==> src/rtl/qlu_pkg.sv <==
// Shared constants and helpers for the hashed Q-learning update engine.
`default_nettype none
package qlu_pkg;
    localparam int MAX_STATES   = 1024;
    localparam int HASH_BUCKETS = 1024;
    localparam int NUM_ACTIONS  = 4;
    localparam int STATE_DIMS   = 4;
    localparam int IDX_W        = $clog2(MAX_STATES);
    localparam int PTR_W        = IDX_W + 1;
    localparam int BKT_W        = $clog2(HASH_BUCKETS);
    localparam int ACT_W        = $clog2(NUM_ACTIONS);
    localparam int KEY_W        = 12;
    localparam int KEYS_W       = KEY_W * STATE_DIMS;
    localparam int QADDR_W      = IDX_W + ACT_W;
    localparam int MUL_A_W      = 35;
    localparam int MUL_P_W      = MUL_A_W + 17;

    localparam logic [31:0] FNV_BASIS    = 32'd2166136261;
    localparam logic [15:0] ALPHA_RESET  = 16'd6554;
    localparam logic [15:0] GAMMA_RESET  = 16'd64881;
    localparam logic [7:0]  REG_ALPHA    = 8'd0;
    localparam logic [7:0]  REG_GAMMA    = 8'd1;

    function automatic logic signed [KEY_W-1:0] quantize(input logic signed [15:0] s);
        logic [15:0] mag;
        logic [19:0] prod;
        logic [10:0] k;
        mag  = s[15] ? (~s + 16'd1) : s;
        prod = {4'b0, mag} * 20'd10 + 20'd128;
        k    = prod[18:8];
        return s[15] ? -$signed({1'b0, k}) : $signed({1'b0, k});
    endfunction

    // FNV-1a step: xor then multiply by 16777619 = 2^24 + 403
    function automatic logic [31:0] fnv_step(input logic [31:0] h,
                                             input logic signed [KEY_W-1:0] k);
        logic [31:0] x;
        x = h ^ {{(32-KEY_W){k[KEY_W-1]}}, k};
        return (x << 24) + (x << 8) + (x << 7) + (x << 4) + (x << 1) + x;
    endfunction
endpackage
`default_nettype wire

==> src/rtl/qlu_mul.sv <==
// Shared signed-by-fraction multiplier with registered product.
`default_nettype none
module qlu_mul (
    input  wire logic                                 i_clk,
    input  wire logic signed [qlu_pkg::MUL_A_W-1:0]   i_a,
    input  wire logic        [15:0]                   i_b,
    output logic      signed [qlu_pkg::MUL_P_W-1:0]   o_p
);
    always_ff @(posedge i_clk) begin
        o_p <= qlu_pkg::MUL_P_W'(i_a * $signed({1'b0, i_b}));
    end
endmodule
`default_nettype wire
==> config.mk <==
export PLATFORM = sky130hd
export DESIGN_NAME = qlu_mul
export DESIGN_NICKNAME = d
export VERILOG_FILES = /design/src/rtl/qlu_pkg.sv /design/src/rtl/qlu_mul.sv
export SDC_FILE = /design/constraint.sdc
export NUM_CORES = 1
export LEC_CHECK = 0
export BUFFER_PORTS_ARGS = -buffer_cell sky130_fd_sc_hd__buf_2
export CELL_PAD_IN_SITES_DETAIL_PLACEMENT = 1
export CELL_PAD_IN_SITES_GLOBAL_PLACEMENT = 1
export CORE_UTILIZATION = 45
export CTS_CLUSTER_DIAMETER = 150
export DETAILED_ROUTE_END_ITERATION = 6
export PLACE_DENSITY_LB_ADDON = 0.1
export SYNTH_ARGS = -nofsm -noshare
export SYNTH_HDL_FRONTEND = slang
export SYNTH_SLANG_ARGS = --single-unit
export TNS_END_PERCENT = 10
==> constraint.sdc <==
create_clock -name i_clk -period 14.7 [get_ports i_clk]
set_input_delay 1.47 -clock i_clk [delete_from_list [all_inputs] [get_ports i_clk]]
set_output_delay 1.47 -clock i_clk [all_outputs]
set_load 0.01 [all_outputs]
==> results of run 1 <==
==> cells by family (layout without fill, tap and decap cells) <==
group           Yosys count  after routing  synth area share [%]
xor+xnor                 54             54                  2.30
buf+inv                 724            740                  13.2
compound gates          161            161                  5.18
fa+ha+maj               654            654                  59.1
flops                    52             52                  5.05
simple gates            666            666                  15.2
==> per-stage QoR <==
step / instances / utilization, % / worst slack (ns)
after floorplan: 2311 / - / 7.35
after global placement: 2917 / 47.6 / 4.41
after detailed placement: 2919 / 47.6 / 5.92
after CTS: 2927 / 48.0 / 6.26
after global routing: 2927 / 48.0 / 5.98
final: 2927 / 48.0 / 6.20
==> area by class of cell <==
| cell class | instances | area share (%) |
|---|---|---|
| Clock inverter | 2 | 0.161 |
| Timing Repair Buffer | 114 | 2.73 |
| Multi-Input combinational cell | 1535 | 77.6 |
| Sequential cell | 52 | 4.79 |
| Inverter | 618 | 10.7 |
| Tap cell | 600 | 3.46 |
| Clock buffer | 6 | 0.593 |
==> critical path: stages <==
cell	delay [ns]
buf_2	0.61
nand2_1	0.18
fa_1	0.56
inv_1	0.06
fa_1	0.55
fa_1	0.43
fa_1	0.47
fa_1	0.50
inv_1	0.05
fa_1	0.47
inv_1	0.04
ha_1	0.42
a21oi_1	0.39
o211ai_1	0.19
a2111oi_1	0.44
buf_2	0.28
o211ai_1	0.36
nand2_1	0.29
o21ai_1	0.19
or3b_1	0.38
a31oi_1	0.21
xnor2_1	0.15
==> layer usage <==
| metal | global-route usage [%] | share of wire [%] | vias up |
|---|---|---|---|
| met1 | 36.7 | 45 | 7976 |
| li1 | - | - | 6643 |
| met3 | 2.90 | 3.4 | 76 |
| met5 | 0 | 0.022 | - |
| met4 | 6.64 | 2.1 | 2 |
| met2 | 46.2 | 50 | 263 |
==> worst paths after layout <==
kind                     from  endpoint  slack [ns]  cells past startpoint
worst max-delay path  i_b[12]   o_p[51]        6.20                     22
worst min-delay path   i_a[0]    o_p[0]        1.55                      2
==> cells in the mapped netlist, types with 10 or more instances <==
cell type / instances / share of area (%)
dfxtp_1: 52 / 5.1
and2_1: 209 / 6.3
xnor2_1: 43 / 1.8
nor2_1: 27 / 0.49
a21o_1: 20 / 0.73
inv_1: 618 / 11
clkbuf_1: 106 / 1.9
xor2_1: 11 / 0.47
a21oi_1: 55 / 1.3
nand2_1: 384 / 7.0
ha_1: 123 / 7.5
nand3_1: 10 / 0.24
fa_1: 531 / 52
o21ai_0: 22 / 0.53
==> metrics.md, run 1 <==
| Metric | Value |
|---|---|
| Max reg flops | `52` |
| ANT cells | `0` |
| Register Area | `1040 sq um` |
| I/O pin cnt | `104` |
| Finished Cell Area | `21,700 sq um` |
| Final setup violation count | `0` |
| Total track usage | `27.0%` |
| Vias in the first global route | `17.5k` |
| Die Ht | `216 um` |
| Nets | `3,032` |
| Worst Max-Slew Pin Slew | `1.10 ns` |
| Die W | `216 um` |
| Critical path required time | `14.96 ns` |
| CTS tree | `done` |
| ANT nets after route | `0` |
| Initial antenna violation count | `4` |
| Total Neg Setup Slack | `0 ns` |
| Mapped Avg Cell Area | `8.91 sq um` |
| Hold WC Path Type | `in -> reg` |
| Mapped Nets | `3,017` |
| Largest net degree at the start of global routing | `36` |
| Global route overflow | `0` |
| TritonCTS Buffers | `5` |
| Post-Route WL | `58.0 mm` |
| Fillers | `5,417` |
| Crit end category | `flop` |
| Synth Warn # | `0` |
| DP Wirelength | `47.2 mm` |
| Area of the multi-input gates | `16,800 sq um` |
| H-tree depth | `2` |
| Fraction of layout instances using a drive strength above 1 | `5.59%` |
| Most used DFF post-synth | `dfxtp_1` |
| Outcome | `finished clean` |
| DRT Pass-1 Iters | `5` |
| IO Port Bufs | `103` |
| Postcts setup bufs | `0` |
| Post-Synthesis Cells | `2,311` |
| Seq cells post-synth | `52` |
| Hold buffers post-CTS | `0` |
| Max-slew headroom | `25.9%` |
| DP Area | `21,600 sq um` |
| Post-synth EDFFs | `0` |
| Core area | `45,300 sq um` |
| Via density per instance | `5.11` |
| Post-route DRC | `0` |
| Initial core utilization | `45.5%` |
| Most common cell after layout, fill and taps aside | `inv_1` |
| GPL Wtd Cong | `0.862` |
| Post-synthesis sequential area ratio | `5.05%` |
| Final period util | `57.9%` |
| Crit path DAT | `8.76 ns` |
| Routed via count | `15.0k` |
| Root Buffer | `clkbuf_16` |
| Max Clk Rate | `118 MHz` |
| Row count | `78` |
| First-pass GRT wire length | `96.6 mm` |
| Layout area overhead | `5.40%` |
| Maximum root-to-sink buffer count | `2` |
| RSZ-0062 raised after global routing | `no` |
| Critical path fanouts, max | `35` |
| Post-CTS sizing | `0` |
| DIE AREA | `46,600 sq um` |
| Fin. max-slew vios | `0` |
| FFs w/ async S/R, synth | `0%` |
| Reg clk slew, reported paths | `0.08 ns` |
| Critical path launch point type | `input port` |
| Largest registers | `o_p (52)` |
| Final min period | `8.50 ns` |
| Wirelength per Cell | `19.8 um` |
| Syn Std Cell Area | `20,600 sq um` |
| Most flops, register | `o_p` |
| DR iter-0 viols | `602` |
| Final hold slack | `1.55 ns` |
| Final hold vios | `0` |
| WS Path Type | `in -> reg` |
| Netlist cell types | `51` |
| Max-cap violations | `0` |
| Most frequent cells in the layout | `inv_1, fa_1, nand2_1, and2_1, ha_1` |
| CTS sink count | `52` |
Power of run 1 is left out: the tool's default activity adds up to more than one toggle a clock period on the data nets, which glitch-free logic cannot reach.
==> run 2: changes to the inputs <==
==> constraint.sdc (replaced) <==
create_clock -name i_clk -period 8.75 [get_ports i_clk]
set_input_delay 0.875 -clock i_clk [delete_from_list [all_inputs] [get_ports i_clk]]
set_output_delay 0.875 -clock i_clk [all_outputs]
set_load 0.01 [all_outputs]
==> run 2 against run 1 <==
Via count up 0.75%. Count of clock-buffer cells in the layout unchanged. Final cell count up 0.55%. Cell area is 0.50% higher. Global-route usage is 0.23 points higher. Wire length up 2.1%. Non-clock buffer count up 13. First-iteration DRC count decreased by 5.0%. Flip-flop and latch count unchanged. Die area stayed put. Utilization is 0.24 points higher. Critical path depth unchanged. Critical path type unchanged.
==> metrics.md, run 2 (synthesis gave the netlist of run 1 again) <==
| Metric | Value |
|---|---|
| Max Clk Rate | `137 MHz` |
| DR iter-0 viols | `572` |
| H-tree depth | `2` |
| Row count | `78` |
| Critical path fanouts, max | `25` |
| Crit end category | `flop` |
| RSZ-0062 raised after global routing | `no` |
| Hold WC Path Type | `in -> reg` |
| Global route overflow | `0` |
| Total Neg Setup Slack | `0 ns` |
| Core area | `45,300 sq um` |
| Outcome | `finished clean` |
| Nets | `3,045` |
| Max-cap violations | `0` |
| DP Area | `21,700 sq um` |
| CP max stage delay | `0.55 ns` |
| Fillers | `5,351` |
| IO Port Bufs | `103` |
| ANT nets after route | `0` |
| Critical path's slowest cell | `fa_1` |
| Crit path DAT | `7.60 ns` |
| Worst Max-Slew Pin Slew | `0.856 ns` |
| Finished Cell Area | `21,800 sq um` |
| Reg clk slew, reported paths | `0.08 ns` |
| DP Wirelength | `50.3 mm` |
| Vias in the first global route | `17.7k` |
| Post-Route WL | `59.2 mm` |
| Via density per instance | `5.12` |
| Maximum root-to-sink buffer count | `2` |
| Post-route DRC | `0` |
| Max-slew headroom | `42.4%` |
| CP most frequent cell | `fa_1` |
| Total track usage | `27.2%` |
| Max reg flops | `52` |
| Routed via count | `15.1k` |
| Most frequent cells in the layout | `inv_1, fa_1, nand2_1, and2_1, ha_1` |
| Hold buffers post-CTS | `0` |
| Worst path cell trace | `buf_2 -> buf_4 -> nand2_1 -> fa_1 -> fa_1 -> fa_1 -> inv_1 -> fa_1 -> fa_1 -> inv_1 -> fa_1 -> inv_1 -> ha_1 -> a21oi_1 -> o211ai_1 -> a2111oi_0 -> o211ai_1 -> nand2_1 -> o21ai_1 -> or3b_1 -> a31oi_1 -> xnor2_1` |
| Final period util | `83.7%` |
| First-pass GRT wire length | `97.1 mm` |
| Fraction of layout instances using a drive strength above 1 | `6.11%` |
| CTS tree | `done` |
| Most common cell after layout, fill and taps aside | `inv_1` |
| Final setup violation count | `0` |
| CP endpoint | `o_p[51]` |
| WS Path Type | `in -> reg` |
| Final hold vios | `0` |
| Layout area overhead | `5.92%` |
| Final min period | `7.32 ns` |
| Post-Place Cells | `2,932` |
| Die Ht | `216 um` |
| Largest net degree at the start of global routing | `36` |
| GPL Wtd Cong | `0.877` |
| DIE AREA | `46,600 sq um` |
| Initial core utilization | `45.5%` |
| Critical path required time | `9.02 ns` |
| Post-CTS sizing | `0` |
| Wirelength per Cell | `20.1 um` |
| I/O pin cnt | `104` |
| Critical path launch point type | `input port` |
| Most flops, register | `o_p` |
| Fin. max-slew vios | `0` |
| DRT Pass-1 Iters | `5` |
| TritonCTS Buffers | `5` |
| Die W | `216 um` |
| Largest registers | `o_p (52)` |
| Final hold slack | `0.950 ns` |
| Finished Layout Cells | `2,943` |
| Postcts setup bufs | `0` |
| Setup crit start | `i_b[2]` |
| Initial antenna violation count | `2` |
| Root Buffer | `clkbuf_16` |
| CTS sink count | `52` |
==> run 2: cell types whose count changed in the layout (fill, tap and decap cells not counted) <==
cell / delta
diode_2: +3
buf_2: -2
buf_4: +15
a2111oi_1: -2
a2111oi_0: +2
==> run 2: cell type report <==
cell class                 count  area (sq um)  share of cell area [%]
clock buffer                   6           129                   0.591
tap                          600           751                    3.44
clock inverter                 2          35.0                   0.161
inverter                     618          2320                    10.6
multi-input combinational   1535         16800                    77.2
sequential                    52          1040                    4.77
antenna                        3          7.51                  0.0344
timing repair buffer         127           696                    3.19
==> run 2: critical path, delay by kind of cell <==
kind                     cells  cell delay [ns]
AND/OR/NAND/NOR              3             0.68
adder cells (fa/ha/maj)      7             3.43
buffers and inverters        5             0.94
XOR/XNOR                     1             0.13
AO/OA/AOI/OAI                6             1.52
==> run 2: worst min-delay path by stage <==
stage / from / end / cells after the start
after detailed placement: o_p[21] / o_p[21] / 1
after global routing: i_a[0] / o_p[0] / 2
final: i_a[0] / o_p[0] / 2
after global placement: o_p[21] / o_p[21] / 1
after floorplan: i_a[0] / o_p[0] / 1
after CTS: i_a[0] / o_p[0] / 2
==> run 2: stage by stage <==
stage | setup WS, ns | utilization, %
after global placement | 1.26 | 47.8
after floorplan | 2.00 | -
after detailed placement | 1.10 | 47.8
final | 1.43 | 48.2
after global routing | 0.978 | 48.2
after CTS | 1.40 | 48.2
==> run 2: layer usage <==
layer  GRT usage [%]  up-vias  routed length (um)  share of wire [%]
li1                -     6671                   -                  -
met1            35.9     8044               25800                 44
met2            47.9      288               30100                 51
met3            2.28       69                2010                3.4
met4            7.72        0                1250                2.1
met5               0        -                   0                  0
Power of run 2 is left out for the same reason.
